<file path="src/rtl/core/svbrc_pkg.sv">
// Shared types and constants for the servo bus response checker.
package svbrc_pkg;

   // Width of the idle tick counter; one bit wider than the timeout register.
   localparam int IdleWidth = 17;

   // Header byte value and the broadcast ID.
   localparam logic [7:0] HeaderByte  = 8'hFF;
   localparam logic [7:0] BroadcastId = 8'd254;
   localparam logic [7:0] NoTimeoutLength = 8'd255;
   localparam logic [7:0] ChecksumGood = 8'hFF;
   localparam logic [7:0] LengthOverhead = 8'd4;
   localparam logic [7:0] MinCheckedLength = 8'd3;
   localparam logic [15:0] TimeoutReset = 16'd1000;

   // Operation codes carried on the request channel.
   typedef enum logic [1:0] {
      OP_START = 2'd0,
      OP_BYTE  = 2'd1,
      OP_TICK  = 2'd2
   } op_type;

   // Status codes reported on the response channel.
   typedef enum logic [2:0] {
      ST_OK           = 3'd0,
      ST_TIMEOUT      = 3'd1,
      ST_BAD_HEADER   = 3'd2,
      ST_ID_MISMATCH  = 3'd3,
      ST_BAD_LENGTH   = 3'd4,
      ST_BAD_CHECKSUM = 3'd5
   } status_type;

   // Snapshot of a packet at the moment it ends.
   typedef struct packed {
      logic       done;
      logic       timed_out;
      logic [7:0] byte_count;
      logic [7:0] target_count;
      logic [7:0] target_id;
      logic [7:0] running_sum;
      logic       header_good;
      logic [7:0] id_echo;
      logic [7:0] length_field;
   } finish_type;

   // One response item.
   typedef struct packed {
      status_type status;
      logic [7:0] received_length;
   } result_type;

endpackage

</file>
<file path="src/rtl/core/svbrc_tracker.sv">
// Packet receive state: byte collection, idle tick counting and end detection.
module svbrc_tracker (
   input  logic                     clock,
   input  logic                     reset,
   input  logic                     accept,
   input  logic [1:0]               operation,
   input  logic [7:0]               data_byte,
   input  logic [7:0]               expected_length,
   input  logic [7:0]               expected_id,
   input  logic                     csr_write,
   input  logic [15:0]              csr_data,
   output svbrc_pkg::finish_type    finish
);

   logic [15:0] timeout_ticks_ff, timeout_ticks_in;
   logic        busy_ff, busy_in;
   logic [7:0]  byte_count_ff, byte_count_in;
   logic [7:0]  target_count_ff, target_count_in;
   logic [7:0]  target_id_ff, target_id_in;
   logic [7:0]  running_sum_ff, running_sum_in;
   logic        header_good_ff, header_good_in;
   logic [7:0]  id_echo_ff, id_echo_in;
   logic [7:0]  length_field_ff, length_field_in;
   logic [svbrc_pkg::IdleWidth-1:0] idle_ticks_ff, idle_ticks_in;
   logic [svbrc_pkg::IdleWidth-1:0] idle_limit;
   logic        done;
   logic        timed_out;

   // Configuration register write.
   assign timeout_ticks_in = csr_write ? csr_data : timeout_ticks_ff;

   // Timeout fires when the idle count exceeds the register value plus one.
   assign idle_limit = {1'b0, timeout_ticks_ff} + svbrc_pkg::IdleWidth'(1);

   // Next state for one accepted transaction.
   always_comb begin
      busy_in         = busy_ff;
      byte_count_in   = byte_count_ff;
      target_count_in = target_count_ff;
      target_id_in    = target_id_ff;
      running_sum_in  = running_sum_ff;
      header_good_in  = header_good_ff;
      id_echo_in      = id_echo_ff;
      length_field_in = length_field_ff;
      idle_ticks_in   = idle_ticks_ff;
      done            = 1'b0;
      timed_out       = 1'b0;
      if (accept) begin
         case (svbrc_pkg::op_type'(operation))
            svbrc_pkg::OP_START: begin
               busy_in         = 1'b1;
               byte_count_in   = '0;
               target_count_in = expected_length;
               target_id_in    = expected_id;
               running_sum_in  = '0;
               header_good_in  = 1'b1;
               id_echo_in      = '0;
               length_field_in = '0;
               idle_ticks_in   = '0;
               // A zero length packet ends with its own start.
               if (expected_length == 8'd0) begin
                  busy_in = 1'b0;
                  done    = 1'b1;
               end
            end
            svbrc_pkg::OP_BYTE: begin
               if (busy_ff) begin
                  if (byte_count_ff < 8'd2) begin
                     if (data_byte != svbrc_pkg::HeaderByte) begin
                        header_good_in = 1'b0;
                     end
                  end else begin
                     running_sum_in = running_sum_ff + data_byte;
                     if (byte_count_ff == 8'd2) begin
                        id_echo_in = data_byte;
                     end else if (byte_count_ff == 8'd3) begin
                        length_field_in = data_byte;
                     end
                  end
                  byte_count_in = byte_count_ff + 8'd1;
                  idle_ticks_in = '0;
                  if (byte_count_in == target_count_ff) begin
                     busy_in = 1'b0;
                     done    = 1'b1;
                  end
               end
            end
            svbrc_pkg::OP_TICK: begin
               if (busy_ff) begin
                  idle_ticks_in = idle_ticks_ff + svbrc_pkg::IdleWidth'(1);
                  if (idle_ticks_in > idle_limit) begin
                     busy_in   = 1'b0;
                     done      = 1'b1;
                     timed_out = 1'b1;
                  end
               end
            end
            default: begin
            end
         endcase
      end
   end

   // State registers.
   always_ff @(posedge clock) begin
      if (reset) begin
         timeout_ticks_ff <= svbrc_pkg::TimeoutReset;
         busy_ff          <= 1'b0;
         byte_count_ff    <= '0;
         target_count_ff  <= '0;
         target_id_ff     <= '0;
         running_sum_ff   <= '0;
         header_good_ff   <= 1'b1;
         id_echo_ff       <= '0;
         length_field_ff  <= '0;
         idle_ticks_ff    <= '0;
      end else begin
         timeout_ticks_ff <= timeout_ticks_in;
         busy_ff          <= busy_in;
         byte_count_ff    <= byte_count_in;
         target_count_ff  <= target_count_in;
         target_id_ff     <= target_id_in;
         running_sum_ff   <= running_sum_in;
         header_good_ff   <= header_good_in;
         id_echo_ff       <= id_echo_in;
         length_field_ff  <= length_field_in;
         idle_ticks_ff    <= idle_ticks_in;
      end
   end

   // Packet view after this transaction, for the status check.
   always_comb begin
      finish.done         = done;
      finish.timed_out    = timed_out;
      finish.byte_count   = byte_count_in;
      finish.target_count = target_count_in;
      finish.target_id    = target_id_in;
      finish.running_sum  = running_sum_in;
      finish.header_good  = header_good_in;
      finish.id_echo      = id_echo_in;
      finish.length_field = length_field_in;
   end

endmodule

</file>
<file path="config.mk">
export PLATFORM = sky130hd
export DESIGN_NAME = svbrc_tracker
export DESIGN_NICKNAME = d
export VERILOG_FILES = /design/src/rtl/core/svbrc_pkg.sv /design/src/rtl/core/svbrc_tracker.sv
export SDC_FILE = /design/constraint.sdc
export NUM_CORES = 1
export LEC_CHECK = 0
export BUFFER_PORTS_ARGS = -buffer_cell sky130_fd_sc_hd__buf_4
export CELL_PAD_IN_SITES_DETAIL_PLACEMENT = 0
export CELL_PAD_IN_SITES_GLOBAL_PLACEMENT = 2
export CORE_ASPECT_RATIO = 2
export CORE_MARGIN = 4
export CORE_UTILIZATION = 36
export DETAILED_ROUTE_END_ITERATION = 12
export PLACE_DENSITY_LB_ADDON = 0.15
export SYNTH_ARGS = -nofsm -noshare
export SYNTH_HDL_FRONTEND = slang
export SYNTH_SLANG_ARGS = --single-unit
</file>
<file path="constraint.sdc">
create_clock -name clock -period 5.25 [get_ports clock]
set_input_delay 1.05 -clock clock [delete_from_list [all_inputs] [get_ports clock]]
set_output_delay 1.05 -clock clock [all_outputs]
set_load 0.05 [all_outputs]
</file>
[After elaboration in Yosys (flattened, before gate mapping)]
Cells that the tools add are included.
Word-level totals
  flip-flop bits (word level): 83
  bits of input ports: 46
  output and inout bits: 51
  word-level logic and storage cells: 74
Cells by class
  add/subtract/negate cells: 4
  $lt $le $gt $ge: 2
  equality and inequality tests: 8
  multiplexer cells: 45
  reduce and logical (&&, ||, !) cells: 5
Operator list (number)
  two-way mux 8 bit: 18
  case mux 8 bit (2 select lines): 4
  case mux 17 bit (3 select lines): 1
  two-way mux 17 bit: 2
  adder 16 x 1 -> 17 bit (second input constant): 1
  adder 17 x 1 -> 17 bit (second input constant): 1
  > comparator 17 bit: 1
  two-way mux 1 bit: 17
  equality test 8 x 2 -> 1 bit (second input constant): 2
  adder 8 x 1 -> 8 bit (second input constant): 1
  adder 8 bit: 1
  equality test 8 bit: 1
  logical NOT 8 bit: 1
  < comparator 8 x 2 -> 1 bit (second input constant): 1
  inequality test 8 bit (second input constant): 1
  case mux 1 bit (3 select lines): 2
  inequality test 2 bit (second input constant): 2
  AND reduction 4 bit: 1
  nonzero test 3 bit: 1
  equality test 2 x 1 -> 1 bit (second input constant): 1
  equality test 2 bit (second input constant): 1
  logical NOT 2 bit: 1
  case mux 1 bit (2 select lines): 1
  AND reduction 2 bit: 1

[Logic depth before layout (Yosys ltp)]
Gate-level depths: netlist of run 1.
  word-level depth: 7
  depth in mapped cells: 15

[Worst setup path before layout of run 1]
OpenSTA, ideal clock, no wires.
  kind: input -> output
  from: input operation[1]
  to: output finish[20] in the netlist's numbering
  data arrival time: 3.491 ns
  data required time: 4.200 ns
  slack: 0.709 ns
  cell stages on the path: 8
  buffers on the path: 2
  cell sequence: inv_1 > ha_1 > clkbuf_1 > nand2_1 > nor2_1 > nand2_1 > clkbuf_1 > o31ai_1
RTL lines
  start, declared: RTL line svbrc_tracker.sv:6  | input logic [1:0] operation,
  end, declared: RTL line svbrc_tracker.sv:12  | output svbrc_pkg::finish_type finish

==> results of run 1 <==
-- logic make-up (layout without fill, tap and decap cells) --
group	after synthesis	in the layout
buffers and inverters	42	127
AO/OA/AOI/OAI	128	128
AND/OR/NAND/NOR	228	228
flip-flops	83	83
adder cells (fa/ha/maj)	33	33
XOR/XNOR	42	42
multiplexers	30	30
-- cells in the mapped netlist (2+ instances only) --
cell type	instances
ha_1	32
nand4_1	12
a22oi_1	5
a211oi_1	4
nor2_1	56
nand3_1	30
xnor2_1	29
buf_4	7
a22o_1	25
xor2_1	13
or2_2	2
dfxtp_1	83
o21ai_0	27
nor3_1	11
a211o_1	6
nand3b_1	3
and3_1	13
or4_1	3
a21o_1	17
inv_1	12
a21oi_1	26
a31oi_1	4
clkbuf_1	21
o221ai_1	2
nor2b_1	54
nand2_1	35
and2_1	5
mux2_2	16
o31ai_1	2
mux2i_1	14
a31o_2	2
-- worst min path at each step --
stage | slack, ns | to
2_1_floorplan | 0.46 | idle_ticks_ff[1]
3_3_place_gp | 0.47 | idle_ticks_ff[1]
3_5_place_dp | 0.49 | idle_ticks_ff[1]
4_1_cts | 0.49 | idle_ticks_ff[1]
5_1_grt | 0.53 | idle_ticks_ff[1]
6_report | 0.49 | idle_ticks_ff[1]
-- layout by cell type, fill, tap and decap left out, drive strengths merged, types with 3 or more instances in the layout --
cell type	n
xor2	13
nand2	35
nand3b	3
clkinv	3
nor2b	54
ha	32
mux2i	14
nand3	30
clkbuf	10
buf	100
dfxtp	83
nor2	56
a22oi	5
a31oi	4
xnor2	29
o21ai	28
and2	5
and3	13
nor3	11
mux2	16
or4	3
inv	12
a211oi	4
a22o	25
a211o	7
nand4	12
a21oi	26
a21o	17
-- metrics by stage --
stage / power [uW] / instance area [sq um] / hold slack, ns / cells / utilization (%)
after CTS: 1530 / 6100 / 0.494 / 826 / 45.1
after floorplan: 782 / 4990 / 0.458 / 586 / -
after detailed placement: 855 / 5790 / 0.486 / 811 / 42.9
after global placement: 852 / 5790 / 0.468 / 811 / 42.9
after global routing: 1580 / 6100 / 0.529 / 826 / 45.1
final: 1510 / 6100 / 0.493 / 826 / 45.1
-- critical path: cells and delay by family (launching register included) --
family	cells	cell delay (ns)
xor gates and xnor gates	1	0.13
buffers and inverters	1	0.21
and+or+nand+nor	5	1.28
DFF	1	0.41
AOI/OAI and AO/OA	2	0.73
adders and majority gates	2	0.57
-- registers in the layout, summed over array words and instances, names as in the netlist --
register / flops
busy_ff: 1
byte_count_ff: 8
header_good_ff: 1
length_field_ff: 8
target_count_ff: 8
running_sum_ff: 8
timeout_ticks_ff: 16
idle_ticks_ff: 17
id_echo_ff: 8
target_id_ff: 8
-- report_power, final --
group / internal [uW] / switching (uW) / leakage [uW]
sequential: 643 / 14.5 / 0.000674
combinational: 75.6 / 106 / 0.00186
clock: 413 / 253 / 0.000152
-- final cells by class --
class | count | area share (%)
Inverter | 12 | 0.738
Clock inverter | 5 | 1.29
Clock buffer | 10 | 3.75
Multi-Input combinational cell | 461 | 51.5
Sequential cell | 83 | 27.2
Timing Repair Buffer | 100 | 12.3
Tap cell | 155 | 3.18
-- per-layer routing --
| metal | up-vias | GRT usage, % | wire, microns |
|---|---|---|---|
| li1 | 2241 | - | - |
| met1 | 2096 | 17.7 | 5050 |
| met2 | 91 | 36.8 | 8390 |
| met3 | 25 | 3.03 | 481 |
| met4 | 0 | 8.06 | 437 |
| met5 | - | 0 | 0 |
==> out/qor.yml, run 1 <==
outcome:
  status: "finished clean"
placement:
  post-place-ws_ns: 0.845
  hpwl_microns: 11100
  place.gp.congestion: 0.792
  portBuffers: 96
critical_path:
  cp-start-kind: "flip-flop"
  critPathLaunch: "idle_ticks_ff[0]"
  r2r_end: "busy_ff"
  worstSetupPathType: "flip-flop to output pin"
  crit_fanout: 6
  cpMostUsedCell: "ha_1"
  r2r_setup_slack_ns: 2.01
  critPathSlowestCell: "dfxtp_1"
  crit_chain: "ha_1 > nand3_1 > or2_2 > nor3_1 > xor2_1 > ha_1 > nand4_1 > a2111o_1 > a31oi_1 > and3_1 > buf_4"
  cp-end-kind: "output pin"
  reg2reg_depth: 11
  slowest_delay_ns: 0.41
  critPathArrivalTime_ns: 3.66
  rr_startpoint: "idle_ticks_ff[0]"
  cp-endpoint: "finish[49]"
  required_ns: 4.20
finish:
  final_nets: 746
  drive_gt1_share_pct: 20.1
  area_growth_pct: 22.3
  diodes: 0
  multi_input_area_sq_mm: 0.00314
  seq_area_sq_mm: 0.00166
  num-fill-cells: 1358
logic_synthesis:
  synthAdderAreaFrac_pct: 8.43
  yosys.area.top_type: "dfxtp_1"
  ys_async_sr_fraction_pct: 0
  syn_avg_cell_area_sq_um: 8.51
  synth_top_family_by_area: "simple AND/OR/NAND/NOR gates"
  synth_cell_types: 46
  ys_warn_count: 0
  synth_compound_area_share_pct: 17.5
  ys_ff_latch: 83
  ys_top_cells_by_area: "dfxtp_1, ha_1, nor2b_1"
  synth-simple-area-share_pct: 23.2
  syn_nets: 665
  synthMuxAreaShare_pct: 6.42
  synth_top_area_share_pct: 33.3
  synth_area_sq_mm: 0.00499
  synth_xor_area_share_pct: 7.38
  yosys_most_used_dff: "dfxtp_1"
  synth_edf_count: 0
  synthCells: 586
  seq_area_frac_synth_pct: 33.3
sta:
  max_freq_ghz: 0.212
  period_share_pct: 89.7
  rsz0062_at_grt: "false"
  worst_slack_ns: 0.543
  fin_crit_ns: 4.71
  slew_headroom_pct: 38.1
  setup_viol: 0
  tightest_slew_ns: 0.928
  tns_ns: 0
  finalHoldViolCount: 0
  slew_viol_final: 0
  fin_skew_ns: 0.00811
grt:
  first_global_vias: 4555
  overflow: 0
  grt_pass1_wl_microns: 23100
  grtUsageTotal_pct: 18.4
  antenna_found_initial: 0
  grt_max_degree: 84
floorplan:
  die_w_microns: 91.2
  num_rows: 60
  die-area_sq_mm: 0.0159
  start_util_pct: 36.9
  die_y_microns: 174
  core_sq_mm: 0.0135
  ios: 97
clock_tree:
  hold_buffers: 0
  cts_resized: 0
  numCtsBuffers: 9
  cts_htree_levels: 3
  clock_latency_ns: 0.34
  path_clk_slew_ns: 0.06
  post_cts_buffers: 0
  cts_root_buf: "clkbuf_16"
  cts_tree: "yes"
  cts_sinks: 83
  clockBufferDepth: 2
power:
  power_density_mw_per_mm2: 247
  p_leak_uw: 0.00269
  vdd_ir_drop_max_mv: 0.160
routing:
  vias: 4453
  wirelength_microns: 14400
  dr.pass1.iters: 4
  drtIter0Drc: 143
  ant_nets: 0
  drc: 0
  wl_per_cell_microns: 17.4
  viasPerCell: 5.39
run:
  maxCapViolCount: 0
worst_hold_path:
  min_path_cells: 2
  min_from: "idle_ticks_ff[1]"
  hold_path_class: "flip-flop to flip-flop"
No activity file was read; power rests on OpenSTA's default activity.
==> run 2, diff against run 1 <==
- CELL_PAD_IN_SITES_DETAIL_PLACEMENT: 0 -> 2
==> out/qor.yml, run 2 (synthesis gave the netlist of run 1 again) <==
critical_path:
  worstSetupPathType: "flip-flop to output pin"
  cp-end-kind: "output pin"
  critPathArrivalTime_ns: 3.71
  reg2reg_depth: 11
  cp-start-kind: "flip-flop"
  required_ns: 4.20
  r2r_setup_slack_ns: 1.94
  crit_fanout: 6
  rr_startpoint: "idle_ticks_ff[0]"
  r2r_end: "busy_ff"
finish:
  regMostFlops: "idle_ticks_ff"
  reg_top3: "idle_ticks_ff (17), timeout_ticks_ff (16)"
  diodes: 0
  drive_gt1_share_pct: 19.9
  seq_area_sq_mm: 0.00166
  final_common_cell: "buf_4"
  largest_reg_flops: 17
  mostFrequentLayoutCells: "buf_4, dfxtp_1, nor2_1"
  final_nets: 746
  area_growth_pct: 21.4
  num-fill-cells: 1505
  multi_input_area_sq_mm: 0.00314
sta:
  max_freq_ghz: 0.210
  slew_viol_final: 0
  tightest_slew_ns: 0.916
  tns_ns: 0
  fin_crit_ns: 4.76
  fin_skew_ns: 0.0102
  worst_slack_ns: 0.495
  holdWs_ns: 0.501
  finalHoldViolCount: 0
  rsz0062_at_grt: "false"
  setup_viol: 0
  slew_headroom_pct: 38.9
  period_share_pct: 90.6
worst_hold_path:
  min_from: "idle_ticks_ff[1]"
  hold_path_class: "flip-flop to flip-flop"
  min_path_cells: 2
  holdPathEnd: "idle_ticks_ff[1]"
grt:
  first_global_vias: 5380
  overflow: 0
  grt_max_degree: 84
  grtUsageTotal_pct: 21.9
  antenna_found_initial: 0
  grt_pass1_wl_microns: 27700
routing:
  dr.pass1.iters: 4
  vias: 4701
  wl_per_cell_microns: 20.6
  wirelength_microns: 17100
  ant_nets: 0
  viasPerCell: 5.68
  drc: 0
  drtIter0Drc: 81
clock_tree:
  path_clk_slew_ns: 0.06
  cts_htree_levels: 3
  hold_buffers: 0
  cts_root_buf: "clkbuf_16"
  post_cts_buffers: 0
  cts_sinks: 83
  clockBufferDepth: 2
  clock_latency_ns: 0.34
  numCtsBuffers: 9
  cts_tree: "yes"
  cts_resized: 0
power:
  power_frac_comb_pct: 13.2
  power_frac_clock_pct: 40.8
  switching_share_pct: 27.2
  p_sw_uw: 389
  p_leak_uw: 0.00267
  cell_internal_pwr_uw: 1040
  pwr-share-seq_pct: 46.1
  vdd_ir_drop_max_mv: 0.145
  power_density_mw_per_mm2: 236
floorplan:
  core_sq_mm: 0.0135
  ios: 97
  start_util_pct: 36.9
  die-area_sq_mm: 0.0159
  die_w_microns: 91.2
  num_rows: 60
  die_y_microns: 174
placement:
  hpwl_microns: 13400
  place.gp.congestion: 0.792
  post-place-ws_ns: 0.803
  portBuffers: 96
outcome:
  status: "finished clean"
run:
  maxCapViolCount: 0
[run 2: worst max-delay path by stage]
stage,from,end,slack [ns],depth (start not counted)
6_report,idle_ticks_ff[0],finish[49],0.49,11
4_1_cts,idle_ticks_ff[0],finish[50],0.45,12
5_1_grt,idle_ticks_ff[0],finish[50],0.19,12
2_1_floorplan,operation[1],finish[20],0.71,8
3_3_place_gp,idle_ticks_ff[0],finish[50],0.89,12
3_5_place_dp,idle_ticks_ff[0],finish[50],0.80,12
[run 2: critical path, cell delays in order, from the launching register on]
cell and delay, ns:
dfxtp_1 0.41, ha_1 0.26, nand3_1 0.15, or2_2 0.37
nor3_1 0.36, xor2_1 0.13, ha_1 0.32, nand4_1 0.15
a2111o_1 0.37, a31oi_1 0.40, and3_1 0.25, buf_4 0.20
[run 2: layout make-up]
class                      instances  area share, %
multi-input combinational        461           51.9
sequential                        83           27.4
timing repair buffer             100           12.4
clock buffer                      12           3.90
tap                              155           3.20
inverter                          12          0.744
clock inverter                     4          0.455
[run 2: routing by layer]
| layer | share of wire [%] | track usage, % |
|---|---|---|
| met1 | 33 | 19.5 |
| met2 | 61 | 46.3 |
| met3 | 2.5 | 2.99 |
| met4 | 3.5 | 9.45 |
| met5 | 0 | 0 |
[run 2: stage by stage]
step	power [uW]	util [%]	cell area, sq um	cells
after global routing	1500	44.8	6060	827
after global placement	852	42.9	5790	811
after floorplan	782	-	4990	586
after CTS	1450	44.8	6060	827
after detailed placement	863	42.9	5790	811
final	1430	44.8	6060	827
[run 2: power groups by stage]
stage	Combinational (uW)	Sequential, uW	Clock [uW]
floorplan	117	666	0
global placement	181	671	0
detailed placement	190	673	0
CTS	192	658	603
global route	207	660	630
finish	188	658	583
==> run 3, diff against run 2 <==
- CORE_ASPECT_RATIO: 2 -> not set
- CORE_UTILIZATION: 36 -> 37
- CTS_BUF_LIST: not set -> sky130_fd_sc_hd__clkbuf_2 sky130_fd_sc_hd__clkbuf_4 sky130_fd_sc_hd__clkbuf_8
==> out/qor.yml, run 3 (synthesis gave the netlist of run 1 again) <==
routing:
  wl_per_cell_microns: 18.9
  wl_met3_microns: 629
  dr.pass1.iters: 4
  drc: 0
  vias: 4621
  ant_nets: 0
  drtIter0Drc: 170
  top_layer: "met4"
  m1WireLength_microns: 6400
  viasPerCell: 5.46
  met2WireLength_microns: 8780
  wirelength_microns: 16000
floorplan:
  num_rows: 42
  core_sq_mm: 0.0132
  ios: 97
  die_y_microns: 124
  die_w_microns: 124
  die-area_sq_mm: 0.0154
  start_util_pct: 37.7
power:
  p_leak_uw: 0.00264
  vdd_ir_drop_max_mv: 0.160
  total_power_uw: 1330
  power_density_mw_per_mm2: 222
finish:
  mostFrequentLayoutCells: "buf_4, dfxtp_1, nor2_1"
  largest_reg_flops: 17
  reg_top3: "idle_ticks_ff (17), timeout_ticks_ff (16)"
  regMostFlops: "idle_ticks_ff"
  diodes: 0
  final_nets: 745
  drive_gt1_share_pct: 20.1
  final_common_cell: "buf_4"
  area_growth_pct: 20.5
critical_path:
  reg2reg_depth: 11
  critPathArrivalTime_ns: 3.67
  r2r_setup_slack_ns: 2.06
  crit_fanout: 6
  cpMostUsedCell: "ha_1"
  required_ns: 4.20
  critPathLaunch: "idle_ticks_ff[0]"
  critPathSlowestCell: "dfxtp_1"
  slowest_delay_ns: 0.42
  crit_buf_inv: 1
  cp-end-kind: "output pin"
  rr_startpoint: "idle_ticks_ff[0]"
  crit_chain: "ha_1 > nand3_1 > or2_2 > nor3_1 > xor2_1 > ha_1 > nand4_1 > a2111o_1 > a31oi_1 > a211oi_1 > nor2_1 > buf_4"
  worst_path_dominant_cell_family: "simple AND/OR/NAND/NOR gates"
  worstSetupPathType: "flip-flop to output pin"
  r2r_end: "busy_ff"
  cp-start-kind: "flip-flop"
sta:
  tightest_slew_ns: 0.913
  max_freq_ghz: 0.212
  finalHoldViolCount: 0
  setup_viol: 0
  period_share_pct: 89.9
  fin_crit_ns: 4.72
  rsz0062_at_grt: "false"
  slew_headroom_pct: 39.1
  tns_ns: 0
  fin_skew_ns: 0.00612
  slew_viol_final: 0
clock_tree:
  cts_htree_levels: 3
  cts_root_buf: "clkbuf_8"
  clockBufferDepth: 2
  clock_latency_ns: 0.37
  post_cts_buffers: 0
  cts_resized: 0
  cts_tree: "yes"
  cts_sinks: 83
  numCtsBuffers: 9
  path_clk_slew_ns: 0.08
  hold_buffers: 0
worst_hold_path:
  min_from: "idle_ticks_ff[1]"
  min_path_cells: 2
  hold_path_class: "flip-flop to flip-flop"
  holdPathEnd: "idle_ticks_ff[1]"
grt:
  first_global_vias: 5194
  grtUsageTotal_pct: 21.5
  antenna_found_initial: 0
  grt_pass1_wl_microns: 25800
  grt_max_degree: 84
  overflow: 0
outcome:
  status: "finished clean"
placement:
  hpwl_microns: 12000
  place.gp.congestion: 0.827
  portBuffers: 96
run:
  maxCapViolCount: 0
==> run 3: how the worst max path moves through the flow <==
| stage | to | slack, ns | depth (start not counted) |
|---|---|---|---|
| 4_1_cts | finish[50] | 0.44 | 12 |
| 6_report | finish[50] | 0.53 | 12 |
| 3_3_place_gp | finish[50] | 0.99 | 12 |
| 5_1_grt | finish[50] | 0.22 | 12 |
| 3_5_place_dp | finish[50] | 0.87 | 12 |
| 2_1_floorplan | finish[20] | 0.71 | 8 |
==> run 3: stage by stage <==
stage | cells | setup slack (ns) | instance area (sq um) | utilization, % | hold WS (ns)
after detailed placement | 831 | 0.866 | 5810 | 43.9 | 0.495
after CTS | 846 | 0.438 | 6010 | 45.4 | 0.508
after global routing | 846 | 0.223 | 6010 | 45.4 | 0.553
after global placement | 831 | 0.986 | 5810 | 43.9 | 0.472
after floorplan | 586 | 0.709 | 4990 | - | 0.458
final | 846 | 0.530 | 6010 | 45.4 | 0.498
==> run 3: layer usage <==
metal	vias to the layer above	GRT usage (%)
met4	0	5.48
met5	-	0
li1	2231	-
met2	78	42.0
met1	2296	22.8
met3	16	5.31
==> run 3: cell type report <==
class / count / area [sq um]
fillers: 1488 / 7230
repair buffers: 99 / 743
clock buffers: 13 / 166
well taps: 176 / 220
flip-flops and latches: 83 / 1660
multi-input cells: 461 / 3140
inverters: 12 / 45.0
clock inverters: 2 / 35.0
==> run 3: report_power, final <==
part           switching, uW  internal (uW)
registers               14.3            642
clock network            237            254
logic                    110           75.8
total                    362            972
==> run 3: worst min-delay path, stage by stage, from the launching register on <==
cell and delay (ns):
dfxtp_1 0.34, nand2_1 0.07, a21oi_1 0.05
